### src/hw/rtl/hsv_pkg.sv
// Shared types and constants for the RGB to HSV pixel converter.
package hsv_pkg;

    // Field widths
    localparam int CH_W    = 8;   // one colour channel
    localparam int HUE_W   = 9;   // hue in degrees, 0..359
    localparam int PCT_W   = 7;   // saturation and value in percent, 0..100
    localparam int NUM_W   = 15;  // dividend and partial remainder
    localparam int Q_W     = 7;   // quotient bits, one per divider stage
    localparam int DIV_STEPS = Q_W;
    localparam int TDATA_IN_W  = 24;
    localparam int TDATA_OUT_W = 24;

    // Arithmetic constants
    localparam int HUE_SCALE  = 60;
    localparam int PCT_SCALE  = 100;
    localparam int HUE_GREEN  = 120;
    localparam int HUE_BLUE   = 240;
    localparam int HUE_CIRCLE = 360;

    // Which channel holds the maximum
    typedef enum logic [1:0] {
        SECT_RED,
        SECT_GREEN,
        SECT_BLUE
    } hue_sect_t;

    // Payload carried down the pipeline: two divider lanes plus sideband
    typedef struct packed {
        logic [NUM_W-1:0] hue_rem;
        logic [CH_W-1:0]  hue_div;
        logic [Q_W-1:0]   hue_q;
        logic [NUM_W-1:0] sat_rem;
        logic [CH_W-1:0]  sat_div;
        logic [Q_W-1:0]   sat_q;
        logic             grey;
        logic             black;
        logic             hue_neg;
        hue_sect_t        sect;
        logic [PCT_W-1:0] val;
    } stage_t;

endpackage

### src/hw/rtl/rgb_to_hsv_pixel.sv
// Top level of the RGB to HSV pixel converter: pipeline registers and flow control.
//
// Usage:
//   s_axis carries one RGB pixel of 8-bit channels per transfer (red, green, blue from the
//   lowest byte up); m_axis returns hue in degrees, saturation and value in
//   percent for each pixel, in order, one result per pixel.
// Pipeline: an accepted pixel passes one front-end register, seven divider
//   stages (one quotient bit each, the hue and saturation divisions side by
//   side) and one result register; the seven-stage divider sets the depth.
// Throughput: one pixel per cycle while m_axis_tready is high.
// Stall: each stage holds its item while the next stage is full and held, so
//   empty stages still fill while m_axis_tready is low; s_axis_tready falls
//   only once all nine stages hold an item. Nothing is lost or repeated.
// Reset: rst_n clears all stage valid bits; the block keeps no other state and
//   is ready for a pixel as soon as reset is released.
module rgb_to_hsv_pixel
    import hsv_pkg::*;
(
    input  logic                   clk,
    input  logic                   rst_n,
    input  logic                   s_axis_tvalid,
    output logic                   s_axis_tready,
    // [7:0] red_in, [15:8] green_in, [23:16] blue_in
    input  logic [TDATA_IN_W-1:0]  s_axis_tdata,
    output logic                   m_axis_tvalid,
    input  logic                   m_axis_tready,
    // [8:0] hue_deg, [15:9] sat_pct, [22:16] val_pct, [23] zero
    output logic [TDATA_OUT_W-1:0] m_axis_tdata
);

    localparam int NSTAGE = DIV_STEPS + 2;
    localparam int LAST   = NSTAGE - 1;

    logic [NSTAGE-1:0] v_reg;
    logic [NSTAGE-1:0] v_next;
    logic [NSTAGE:0]   en;
    stage_t            st_reg [0:DIV_STEPS];
    stage_t            st_next [0:DIV_STEPS];
    logic [HUE_W-1:0]  hue_reg;
    logic [PCT_W-1:0]  sat_reg;
    logic [PCT_W-1:0]  val_reg;
    logic [HUE_W-1:0]  hue_next;
    logic [PCT_W-1:0]  sat_next;
    logic [PCT_W-1:0]  val_next;

    // Stage advances when empty or when the stage after it advances
    assign en[NSTAGE] = m_axis_tready;
    for (genvar i = 0; i < NSTAGE; i++)
    begin : g_en
        assign en[i] = !v_reg[i] || en[i+1];
    end

    assign v_next = {v_reg[NSTAGE-2:0], s_axis_tvalid};

    always_ff @(posedge clk or negedge rst_n)
    begin
        if (!rst_n)
        begin
            v_reg <= '0;
        end
        else
        begin
            for (int i = 0; i < NSTAGE; i++)
            begin
                if (en[i])
                begin
                    v_reg[i] <= v_next[i];
                end
            end
        end
    end

    // Front end
    hsv_front u_front (
        .red_in   (s_axis_tdata[CH_W-1:0]),
        .green_in (s_axis_tdata[2*CH_W-1:CH_W]),
        .blue_in  (s_axis_tdata[3*CH_W-1:2*CH_W]),
        .stage    (st_next[0])
    );

    // Divider stages
    for (genvar i = 1; i <= DIV_STEPS; i++)
    begin : g_div
        hsv_div_step u_step (
            .stage_in  (st_reg[i-1]),
            .stage_out (st_next[i])
        );
    end

    // Load payload only when a valid item moves in
    always_ff @(posedge clk)
    begin
        for (int i = 0; i <= DIV_STEPS; i++)
        begin
            if (en[i] && v_next[i])
            begin
                st_reg[i] <= st_next[i];
            end
        end
    end

    // Back end and result register
    hsv_back u_back (
        .stage   (st_reg[DIV_STEPS]),
        .hue_deg (hue_next),
        .sat_pct (sat_next),
        .val_pct (val_next)
    );

    always_ff @(posedge clk)
    begin
        if (en[LAST] && v_next[LAST])
        begin
            hue_reg <= hue_next;
            sat_reg <= sat_next;
            val_reg <= val_next;
        end
    end

    assign s_axis_tready = en[0];
    assign m_axis_tvalid = v_reg[LAST];
    assign m_axis_tdata  = TDATA_OUT_W'({val_reg, sat_reg, hue_reg});

    // Input is refused only when every stage holds an item
    a_full_when_blocked : assert property (@(posedge clk) disable iff (!rst_n)
        !s_axis_tready |-> (v_reg == '1))
        else $error("input stalled with an empty pipeline stage");

    // Hue stays inside the circle
    a_hue_range : assert property (@(posedge clk) disable iff (!rst_n)
        m_axis_tvalid |-> (hue_reg < HUE_W'(HUE_CIRCLE)))
        else $error("hue out of range");

    // Percentages never exceed one hundred
    a_pct_range : assert property (@(posedge clk) disable iff (!rst_n)
        m_axis_tvalid |-> (sat_reg <= PCT_W'(PCT_SCALE) && val_reg <= PCT_W'(PCT_SCALE)))
        else $error("percentage out of range");

    // An accepted pixel reaches the first stage
    a_accept_fills : assert property (@(posedge clk) disable iff (!rst_n)
        (s_axis_tvalid && s_axis_tready) |=> v_reg[0])
        else $error("accepted pixel lost at the front stage");

endmodule

### src/hw/rtl/hsv_front.sv
// Front end: max/min search, signed difference, dividends and value percentage.
module hsv_front
    import hsv_pkg::*;
(
    input  logic [CH_W-1:0] red_in,
    input  logic [CH_W-1:0] green_in,
    input  logic [CH_W-1:0] blue_in,
    output stage_t          stage
);

    logic [CH_W-1:0]  mx;
    logic [CH_W-1:0]  mn;
    logic [CH_W-1:0]  d;
    logic [CH_W-1:0]  pos_a;
    logic [CH_W-1:0]  neg_a;
    logic [CH_W-1:0]  mag;
    logic             neg;
    hue_sect_t        sect;
    logic [NUM_W-1:0] val_prod;
    logic [NUM_W-1:0] val_inc;
    logic [NUM_W-1:0] val_sum;

    // Pick the maximum channel, red first then green
    always_comb
    begin
        if (red_in >= green_in && red_in >= blue_in)
        begin
            sect  = SECT_RED;
            mx    = red_in;
            pos_a = green_in;
            neg_a = blue_in;
        end
        else if (green_in >= blue_in)
        begin
            sect  = SECT_GREEN;
            mx    = green_in;
            pos_a = blue_in;
            neg_a = red_in;
        end
        else
        begin
            sect  = SECT_BLUE;
            mx    = blue_in;
            pos_a = red_in;
            neg_a = green_in;
        end
    end

    // Minimum and spread
    always_comb
    begin
        mn = red_in;
        if (green_in < mn)
        begin
            mn = green_in;
        end
        if (blue_in < mn)
        begin
            mn = blue_in;
        end
    end

    assign d = mx - mn;

    // Sign and magnitude of the hue difference
    assign neg = (pos_a < neg_a);
    assign mag = neg ? (neg_a - pos_a) : (pos_a - neg_a);

    // Value: floor(100*mx/255) through a reciprocal with correction
    assign val_prod = NUM_W'(mx) * NUM_W'(PCT_SCALE);
    assign val_inc  = val_prod + NUM_W'(1);
    assign val_sum  = val_inc + (val_inc >> CH_W);

    // Assemble the payload for the divider
    always_comb
    begin
        stage.hue_rem = NUM_W'(mag) * NUM_W'(HUE_SCALE);
        stage.hue_div = d;
        stage.hue_q   = '0;
        stage.sat_rem = NUM_W'(d) * NUM_W'(PCT_SCALE);
        stage.sat_div = mx;
        stage.sat_q   = '0;
        stage.grey    = (d == '0);
        stage.black   = (mx == '0);
        stage.hue_neg = neg;
        stage.sect    = sect;
        stage.val     = val_sum[CH_W +: PCT_W];
    end

endmodule

### src/hw/rtl/hsv_div_step.sv
// One restoring division step applied to both divider lanes.
module hsv_div_step
    import hsv_pkg::*;
(
    input  stage_t stage_in,
    output stage_t stage_out
);

    logic [NUM_W-1:0] hue_cmp;
    logic [NUM_W-1:0] sat_cmp;
    logic             hue_ge;
    logic             sat_ge;
    logic [NUM_W-1:0] hue_left;
    logic [NUM_W-1:0] sat_left;

    // Divisor aligned to the top quotient bit
    assign hue_cmp = NUM_W'({stage_in.hue_div, (Q_W-1)'(0)});
    assign sat_cmp = NUM_W'({stage_in.sat_div, (Q_W-1)'(0)});

    assign hue_ge = (stage_in.hue_rem >= hue_cmp);
    assign sat_ge = (stage_in.sat_rem >= sat_cmp);

    assign hue_left = hue_ge ? (stage_in.hue_rem - hue_cmp) : stage_in.hue_rem;
    assign sat_left = sat_ge ? (stage_in.sat_rem - sat_cmp) : stage_in.sat_rem;

    // Shift remainder up, append the quotient bit
    always_comb
    begin
        stage_out         = stage_in;
        stage_out.hue_rem = hue_left << 1;
        stage_out.hue_q   = {stage_in.hue_q[Q_W-2:0], hue_ge};
        stage_out.sat_rem = sat_left << 1;
        stage_out.sat_q   = {stage_in.sat_q[Q_W-2:0], sat_ge};
    end

endmodule

### src/hw/rtl/hsv_back.sv
// Back end: hue from sector, sign and quotient; saturation special cases.
module hsv_back
    import hsv_pkg::*;
(
    input  stage_t           stage,
    output logic [HUE_W-1:0] hue_deg,
    output logic [PCT_W-1:0] sat_pct,
    output logic [PCT_W-1:0] val_pct
);

    logic [HUE_W-1:0] q;
    logic [HUE_W-1:0] q_ceil;
    logic [HUE_W-1:0] hue_calc;

    assign q      = HUE_W'(stage.hue_q);
    assign q_ceil = q + HUE_W'(stage.hue_rem != '0);

    // Red truncates toward zero; green and blue floor
    always_comb
    begin
        unique case (stage.sect)
            SECT_RED:
            begin
                if (!stage.hue_neg)
                begin
                    hue_calc = q;
                end
                else if (q == '0)
                begin
                    hue_calc = '0;
                end
                else
                begin
                    hue_calc = HUE_W'(HUE_CIRCLE) - q;
                end
            end
            SECT_GREEN:
            begin
                hue_calc = stage.hue_neg ? (HUE_W'(HUE_GREEN) - q_ceil)
                                         : (HUE_W'(HUE_GREEN) + q);
            end
            SECT_BLUE:
            begin
                hue_calc = stage.hue_neg ? (HUE_W'(HUE_BLUE) - q_ceil)
                                         : (HUE_W'(HUE_BLUE) + q);
            end
            default:
            begin
                hue_calc = '0;
            end
        endcase
    end

    // Grey has no hue, black has no saturation
    assign hue_deg = stage.grey ? '0 : hue_calc;
    assign sat_pct = stage.black ? '0 : stage.sat_q;
    assign val_pct = stage.val;

endmodule
### config.mk
export PLATFORM = sky130hd
export DESIGN_NAME = rgb_to_hsv_pixel
export DESIGN_NICKNAME = d
export VERILOG_FILES = /design/src/hw/rtl/hsv_pkg.sv /design/src/hw/rtl/rgb_to_hsv_pixel.sv /design/src/hw/rtl/hsv_front.sv /design/src/hw/rtl/hsv_div_step.sv /design/src/hw/rtl/hsv_back.sv
export SDC_FILE = /design/constraint.sdc
export NUM_CORES = 1
export LEC_CHECK = 0
export BUFFER_PORTS_ARGS = -buffer_cell sky130_fd_sc_hd__clkbuf_2
export CORE_ASPECT_RATIO = 0.5
export CORE_UTILIZATION = 40
export CTS_BUF_LIST = sky130_fd_sc_hd__clkbuf_16
export DETAILED_ROUTE_END_ITERATION = 10
export GPL_TIMING_DRIVEN = 0
export PLACE_DENSITY_LB_ADDON = 0.05
export SLEW_MARGIN = 20
export SYNTH_ARGS = -nofsm -noshare
export SYNTH_HDL_FRONTEND = slang
export SYNTH_HIERARCHICAL = 1
export SYNTH_SLANG_ARGS = --single-unit
### constraint.sdc
create_clock -name clk -period 6.1 [get_ports clk]
set_input_delay 0.915 -clock clk [delete_from_list [all_inputs] [get_ports clk]]
set_output_delay 0.915 -clock clk [all_outputs]
set_load 0.005 [all_outputs]
---- Yosys cells after proc, flatten, opt, wreduce, memory -nomap -nowiden ----
Memory sizes are Yosys's and may differ from the RTL's.
Index checks and enable logic that the tools add are counted.
cells by class
  reductions and logical operators ........ 33
  $add $sub $neg .......................... 25
  equal/unequal tests ..................... 2
  $lt $le $gt $ge ......................... 20
  multipliers ............................. 3
  multiplexer cells ....................... 46
  shift operators ......................... 0
  divide/modulo/power cells ............... 0
  bitwise gates (word level) .............. 0
operators with widths
  kind                                                                 number
  15-bit by 14-bit greater-or-equal comparator with 1-bit output       14
  14-bit 2-to-1 mux                                                    14
  14-bit subtractor                                                    14
  8-bit 2-to-1 mux                                                     9
  9-bit 2-to-1 mux                                                     4
  9-bit case mux with 3 select lines                                   1
  8-bit by 5-bit multiplier with 13-bit output, second input constant  2
  8-bit greater-or-equal comparator                                    3
  8-bit < comparator                                                   3
  8-bit subtractor                                                     3
  8-bit zero test                                                      2
  1-bit 2-to-1 mux                                                     16
  15-bit by 1-bit adder with 15-bit output, second input constant      1
  15-bit by 7-bit adder with 15-bit output                             1
  15-bit nonzero test                                                  1
  8-bit by 4-bit multiplier with 12-bit output, second input constant  1
  1-bit logical AND                                                    10
  8-bit by 7-bit adder with 9-bit output, first input constant         1
  1-bit zero test                                                      9
  9-bit zero test                                                      1
  1-bit logical OR                                                     9
  7-bit by 9-bit subtractor with 9-bit output, first input constant    1
  8-bit by 9-bit subtractor with 9-bit output, first input constant    1
  9-bit by 7-bit subtractor with 9-bit output, first input constant    1
  6 further kinds                                                      7
word-level totals
  output and inout bits ................... 26
  register bits ........................... 32
  input port bits ......................... 28
  memory bits (read-only) ................. 0
  memories kept ........................... 1
  bits in writable memories ............... 560
  latch bits .............................. 0
  logic and storage cells ................. 142
memory list
  name    words  bits a word  rd ports  clocked after memory_dff  wr ports  RTL line                source
  st_reg  8      70           8         0                         8         rgb_to_hsv_pixel.sv:37  stage_t st_reg [0:DIV_STEPS];

---- Depth between registers and ports, before layout ----
Gate-level depths: netlist of the first run.
  depth in word-level cells ............... 13
  mapped depth ............................ 34

---- Modules after synthesis ----
The synthesis of the first run kept the hierarchy.
modules (own cells, without submodules)
  module                               area each (µm²)  cells each  instances
  rgb_to_hsv_pixel                     18455.2          641         1
  hsv_div_step at g_div[1].u_step ...  1453.9           188         5
  hsv_front                            5014.8           646         1
  hsv_div_step at g_div[5].u_step      1472.7           189         1
  hsv_div_step at g_div[4].u_step      1435.1           188         1
  hsv_back                             1295.0           188         1

---- Least setup slack after synthesis of the first run ----
No wires, ideal clock.
  kind .................................... input port to flip-flop
  start ................................... in s_axis_tdata[3]
  end ..................................... mem st_reg[0][70] in the netlist's numbering (data pin)
  setup slack ............................. -1.571 ns
  stages on the path ...................... 33
  required time ........................... 5.842 ns
  arrival time ............................ 7.414 ns
  path through ............................ inv_1 > ha_1 > a21oi_1 > a31oi_1 > a2111oi_4 > a21oi_1 > a31oi_4 > clkbuf_1 > nand2_1 > o21a_1 > ha_1 > fa_1 > nor2b_1 > o21ai_0 > a21boi_0 > o21ai_0 > a21oi_1 > buf_2 > mux2i_1 > xor2_1 > inv_1 > fa_1 > fa_1 > inv_1 > ha_1 > a21o_1 > a21oi_1 > o21bai_1 > a21oi_1 > o21ai_0 > a21o_1 > a21oi_1 > xnor2_1
RTL lines
  item         RTL line                source
  from (decl)  rgb_to_hsv_pixel.sv:24  input logic [TDATA_IN_W-1:0] s_axis_tdata,
  to (decl)    rgb_to_hsv_pixel.sv:37

==> results of run 1 <==
[routing by layer]
| layer | vias up | share of wire, % | track usage (%) |
|---|---|---|---|
| li1 | 9533 | - | - |
| met1 | 8562 | 50 | 21.9 |
| met2 | 257 | 44 | 23.8 |
| met3 | 89 | 3.6 | 2.53 |
| met4 | 0 | 2.2 | 4.41 |
| met5 | - | 0 | 0 |
[repair_timing]
action / in CTS / in global routing
resized for setup: 118 / 112
gates cloned: 1 / 0
buffers inserted: 74 / 23
endpoints found under the setup margin: 24 / 21
pin swaps: 60 / 36
[how the worst max path moves through the flow]
stage	endpoint	slack, ns	cells after the start
floorplan	st_reg[0][41]	-0.88	33
global placement	st_reg[0][41]	-1.92	34
detailed placement	st_reg[0][70]	-1.99	32
CTS	st_reg[0][70]	-0.55	34
global route	st_reg[0][69]	-0.80	36
finish	st_reg[0][69]	-0.50	34
[layout make-up]
| cell class | count | area, um^2 |
|---|---|---|
| fill | 6923 | 40200 |
| sequential | 521 | 15600 |
| multi-input combinational | 1430 | 13100 |
| buffer | 392 | 2990 |
| timing repair buffer | 168 | 1710 |
| clock buffer | 54 | 1350 |
| tap | 1036 | 1300 |
| inverter | 258 | 1010 |
| clock inverter | 44 | 362 |
[critical path: cells and delay by family]
family	cells	cell delay, ns
xor+xnor	2	0.26
simple gates	4	0.51
fa+ha+maj	6	2.20
mux	1	0.25
compound gates	14	1.95
buf+inv	7	0.88
[through the flow]
| stage | cell area [um^2] | hold WS (ns) |
|---|---|---|
| 2_1_floorplan | 31800 | 0.474 |
| 3_3_place_gp | 33400 | 0.490 |
| 3_5_place_dp | 34000 | 0.493 |
| 4_1_cts | 36800 | 0.120 |
| 5_1_grt | 37400 | 0.146 |
| 6_report | 37400 | 0.165 |
==> out/metrics.json, run 1 <==
{
  "synth.yosys.warnings": 6,
  "cts.sinks": 521,
  "insertion_delay_ns": 0.60,
  "critical_path_type": "in -> reg",
  "drt-pass1-iter-count": 5,
  "dieArea_mm2": 0.0798,
  "worst-r2r-setup-slack_ns": 2.65,
  "max_clock_freq_mhz": 151,
  "crit-reg2reg-launch": "st_reg[1][275]",
  "drive_gt1_share_pct": 30.3,
  "io_buffers": 52,
  "worst_margin_pin_slew_ns": 0.831,
  "cts_tree": "done",
  "cts-htree-levels": 2,
  "critical_path.endpoint_type": "flip-flop",
  "worst_slew_margin_rel_pct": 44.0,
  "antenna-diode-count": 0,
  "drt_drc_violations_left": 0,
  "syn-instance-count": 2593,
  "status": "finished, violations left",
  "wl_mm": 61.1,
  "vias": 18441,
  "grt_pass1_vias": 18563,
  "avg_vias_per_cell": 4.72,
  "nets": 3150,
  "globalplace.congestion": 0.838,
  "critical-path-max-stage-delay_ns": 0.51,
  "first_iter_violations": 923,
  "required_ns": 6.46,
  "synth_area_per_cell_um2": 12.1,
  "tritoncts.num_buffers": 53,
  "globalRoute.totalOverflow": 0,
  "grt_max_degree": 41,
  "cts_hold_repair.buffers": 0,
  "area_delta_synth_final_pct": 19.0,
  "timing.final.ws_setup_ns": -0.502,
  "final_max_slew_viol_count": 0,
  "critical_path_startpoint": "s_axis_tdata[13]",
  "first_pass_grt_wire_length_mm": 98.2,
  "maxCapViolations": 0,
  "layout.cells.most_common": "sky130_fd_sc_hd__edfxtp_1",
  "total_global_routing_track_utilization_pct": 15.3,
  "finalSetupViolCount": 16,
  "place_hpwl_mm": 45.5,
  "clkSlewWorstSetupHoldPaths_ns": 0.06,
  "violations": "setup timing",
  "num_io_pins": 54,
  "post_drt_wl_per_cell_um": 15.7,
  "die_h_um": 200,
  "coreArea_mm2": 0.0776,
  "starting_utilization_of_the_core_area_pct": 40.5,
  "final_cell_mix": "512 x sky130_fd_sc_hd__edfxtp_1, 434 x sky130_fd_sc_hd__buf_4, 248 x sky130_fd_sc_hd__inv_1",
  "floorplan.rows": 72,
  "stdcell_count": 3903,
  "postLayoutCoreUtil_pct": 48.2,
  "worst_path_most_repeated_cell": "sky130_fd_sc_hd__a21oi_2",
  "clock_path_buffers": 3,
  "finClkSkew_ns": 0.0208,
  "hold_viol_final": 0,
  "setup_tns_ns": -5.18,
  "hp-class": "in -> async",
  "critical_path_fanout_max": 6,
  "worst_ep_arrival_time_ns": 6.96,
  "reg2reg_to": "hue_reg[6]",
  "timing.critical_path.from_type": "input port",
  "rsz_0062_raised_after_global_routing": "true",
  "cts.root.buffer_cell": "sky130_fd_sc_hd__clkbuf_16",
  "place_ws_ns": -1.99,
  "worst_path_slowest_cell": "sky130_fd_sc_hd__fa_1",
  "netlist_area_pre_place_mm2": 0.0314,
  "layout_min_cycle_time_ns": 6.60,
  "post-route-period-util_pct": 108,
  "antenna_violating_nets_post_route": 0,
  "largest_reg_flops": 489,
  "initial_antenna_violation_count": 0,
  "reg2regPathDepth": 11,
  "numPlacedInstances": 3712,
  "chipWidth_um": 399
}
Power of run 1 is not shown: default switching activity piles up to over one toggle a cycle in this logic, so the estimate is an artifact.
==> run 2: changes to the inputs <==
==> constraint.sdc (replaced) <==
create_clock -name clk -period 6.1 [get_ports clk]
set_input_delay 1.83 -clock clk [delete_from_list [all_inputs] [get_ports clk]]
set_output_delay 1.83 -clock clk [all_outputs]
set_load 0.005 [all_outputs]
==> run 2 against run 1 <==
- the flow still finishes with violations (setup timing)
- final cell count rose by 0.26%
- register-to-register slack got worse by 0.05 ns
- wire length decreased by 0.63%
- fmax fell by 13%
- critical path type unchanged
==> out/metrics.json, run 2 (synthesis gave the netlist of run 1 again) <==
{
  "post_drt_wl_per_cell": {"value": 15.5, "unit": "um", "change": "was 15.7 um"},
  "critical_path_type": {"value": "in -> reg", "change": "unchanged"},
  "area_delta_synth_final": {"value": 19.5, "unit": "%", "change": "was 19.0%"},
  "clkSlewWorstSetupHoldPaths": {"value": 0.07, "unit": "ns", "change": "was 0.06 ns"},
  "status": {"value": "finished, violations left", "change": "unchanged"},
  "hold_viol_final": {"value": 0, "change": "unchanged"},
  "die_h": {"value": 200, "unit": "um", "change": "unchanged"},
  "seq_area": {"value": 0.0156, "unit": "mm^2", "change": "unchanged"},
  "clock_path_buffers": {"value": 3, "change": "unchanged"},
  "grt_max_degree": {"value": 55, "change": "was 41"},
  "timing.final.ws_setup": {"value": -1.49, "unit": "ns", "change": "was -0.502 ns"},
  "cts_tree": {"value": "done", "change": "unchanged"},
  "drt-pass1-iter-count": {"value": 5, "change": "unchanged"},
  "floorplan.rows": {"value": 72, "change": "unchanged"},
  "initial_antenna_violation_count": {"value": 0, "change": "unchanged"},
  "maxCapViolations": {"value": 0, "change": "unchanged"},
  "drive_gt1_share": {"value": 31.2, "unit": "%", "change": "was 30.3%"},
  "avg_vias_per_cell": {"value": 4.73, "change": "was 4.72"},
  "worst_slew_margin_rel": {"value": 46.6, "unit": "%", "change": "was 44.0%"},
  "post-route-period-util": {"value": 124, "unit": "%", "change": "was 108%"},
  "cts_hold_repair.buffers": {"value": 0, "change": "unchanged"},
  "filler_instances": {"value": 6910, "change": "was 6923"},
  "cts.sinks": {"value": 521, "change": "unchanged"},
  "vias": {"value": 18511, "change": "was 18441"},
  "final_max_slew_viol_count": {"value": 0, "change": "unchanged"},
  "first_pass_grt_wire_length": {"value": 99.9, "unit": "mm", "change": "was 98.2 mm"},
  "antenna_violating_nets_post_route": {"value": 0, "change": "unchanged"},
  "tritoncts.num_buffers": {"value": 53, "change": "unchanged"},
  "wl": {"value": 60.7, "unit": "mm", "change": "was 61.1 mm"},
  "globalRoute.totalOverflow": {"value": 0, "change": "unchanged"},
  "worst_path_slowest_cell": {"value": "sky130_fd_sc_hd__fa_1", "change": "unchanged"},
  "finalSetupViolCount": {"value": 26, "change": "was 16"},
  "largest_reg_flops": {"value": 489, "change": "unchanged"},
  "critical_path.endpoint_type": {"value": "flip-flop", "change": "unchanged"},
  "timing.critical_path.from_type": {"value": "input port", "change": "unchanged"},
  "chipWidth": {"value": 399, "unit": "um", "change": "unchanged"},
  "grt_pass1_vias": {"value": 18963, "change": "was 18563"},
  "dieArea": {"value": 0.0798, "unit": "mm^2", "change": "unchanged"},
  "place_ws": {"value": -2.85, "unit": "ns", "change": "was -1.99 ns"},
  "num_io_pins": {"value": 54, "change": "unchanged"},
  "layout_min_cycle_time": {"value": 7.59, "unit": "ns", "change": "was 6.60 ns"},
  "critical-path-max-stage-delay": {"value": 0.51, "unit": "ns", "change": "about the same"},
  "antenna-diode-count": {"value": 0, "change": "unchanged"},
  "cts.root.buffer_cell": {"value": "sky130_fd_sc_hd__clkbuf_16", "change": "unchanged"},
  "starting_utilization_of_the_core_area": {"value": 40.5, "unit": "%", "change": "unchanged"},
  "hp-class": {"value": "reg -> reg", "change": "was in -> async"},
  "drt_drc_violations_left": {"value": 0, "change": "unchanged"},
  "max_clock_freq": {"value": 132, "unit": "MHz", "change": "was 151 MHz"},
  "finClkSkew": {"value": 0.0132, "unit": "ns", "change": "was 0.0208 ns"},
  "first_iter_violations": {"value": 804, "change": "was 923"},
  "final_cell_mix": {"value": "512 x sky130_fd_sc_hd__edfxtp_1, 439 x sky130_fd_sc_hd__buf_4, 237 x sky130_fd_sc_hd__inv_1", "change": "was 512 x sky130_fd_sc_hd__edfxtp_1, 434 x sky130_fd_sc_hd__buf_4, 248 x sky130_fd_sc_hd__inv_1"},
  "place_hpwl": {"value": 45.3, "unit": "mm", "change": "was 45.5 mm"},
  "total_global_routing_track_utilization": {"value": 15.5, "unit": "%", "change": "was 15.3%"},
  "violations": {"value": "setup timing", "change": "unchanged"},
  "required": {"value": 6.45, "unit": "ns", "change": "was 6.46 ns"},
  "worst_margin_pin_slew": {"value": 0.793, "unit": "ns", "change": "was 0.831 ns"},
  "insertion_delay": {"value": 0.60, "unit": "ns", "change": "about the same"},
  "rsz_0062_raised_after_global_routing": {"value": "true", "change": "unchanged"},
  "cts-htree-levels": {"value": 2, "change": "unchanged"},
  "nets": {"value": 3163, "change": "was 3150"},
  "io_buffers": {"value": 52, "change": "unchanged"},
  "globalplace.congestion": {"value": 0.873, "change": "was 0.838"},
  "layout.cells.most_common": {"value": "sky130_fd_sc_hd__edfxtp_1", "change": "unchanged"},
  "critical_path_fanout_max": {"value": 7, "change": "was 6"},
  "worst_ep_arrival_time": {"value": 7.95, "unit": "ns", "change": "was 6.96 ns"},
  "area_of_the_multi_input_gates": {"value": 0.0131, "unit": "mm^2", "change": "about the same"},
  "coreArea": {"value": 0.0776, "unit": "mm^2", "change": "unchanged"}
}
==> run 2: metrics by stage <==
| stage | utilization [%] | instance area (um^2) | hold slack (ns) | std cells | TNS (ns) |
|---|---|---|---|---|---|
| floorplan | - | 31800 | 0.474 | 2603 | -33.78 |
| global placement | 43.1 | 33400 | 0.490 | 3691 | -634.53 |
| detailed placement | 43.9 | 34000 | 0.493 | 3713 | -67.71 |
| CTS | 48.1 | 37300 | 0.507 | 3893 | -23.17 |
| global route | 48.4 | 37600 | 0.518 | 3913 | -32.77 |
| finish | 48.4 | 37600 | 0.503 | 3913 | -26.18 |
==> run 2: cell type report <==
cell class,instances,area share [%]
clock buffers,54,3.60
inverters,258,2.66
well taps,1036,3.45
multi-input cells,1430,34.8
clock inverters,41,0.863
flip-flops and latches,521,41.5
plain buffers,391,7.94
repair buffers,182,5.14
==> run 2: what timing repair did <==
action | in CTS | in global routing
pin swaps | 70 | 43
gates cloned | 1 | 0
buffers inserted | 87 | 21
setup endpoints to repair | 31 | 28
gates resized for setup | 182 | 36
==> run 2: worst paths after layout <==
kind | from | end | slack, ns | depth (start not counted)
max | s_axis_tdata[0] | st_reg[0][69] | -1.49 | 37
min | st_reg[1][190] | st_reg[1][263] | 0.50 | 1
max reg2reg | st_reg[1][275] | hue_reg[6] | 2.60 | 11
min reg2reg | st_reg[1][190] | st_reg[1][263] | 0.50 | 1
max in group asynchronous | rst_n | v_reg[1] | 4.81 | 1
min in group asynchronous | rst_n | v_reg[6] | 1.08 | 1
==> run 2: metal layers <==
| metal | GRT usage, % | wire length (um) | vias up |
|---|---|---|---|
| li1 | - | - | 9565 |
| met1 | 22.1 | 30500 | 8600 |
| met2 | 24.2 | 26600 | 248 |
| met3 | 2.44 | 2060 | 98 |
| met4 | 4.49 | 1520 | 0 |
| met5 | 0 | 0 | - |
==> run 2: critical path: cells and delay by family <==
kind                       cells  cell delay (ns)
AOI/OAI and AO/OA             15             2.15
adders and majority gates      6             2.01
buffers and inverters          9             1.02
and+or+nand+nor                4             0.44
muxes                          1             0.25
xor gates and xnor gates       2             0.22
Power of run 2 is left out for the same reason.
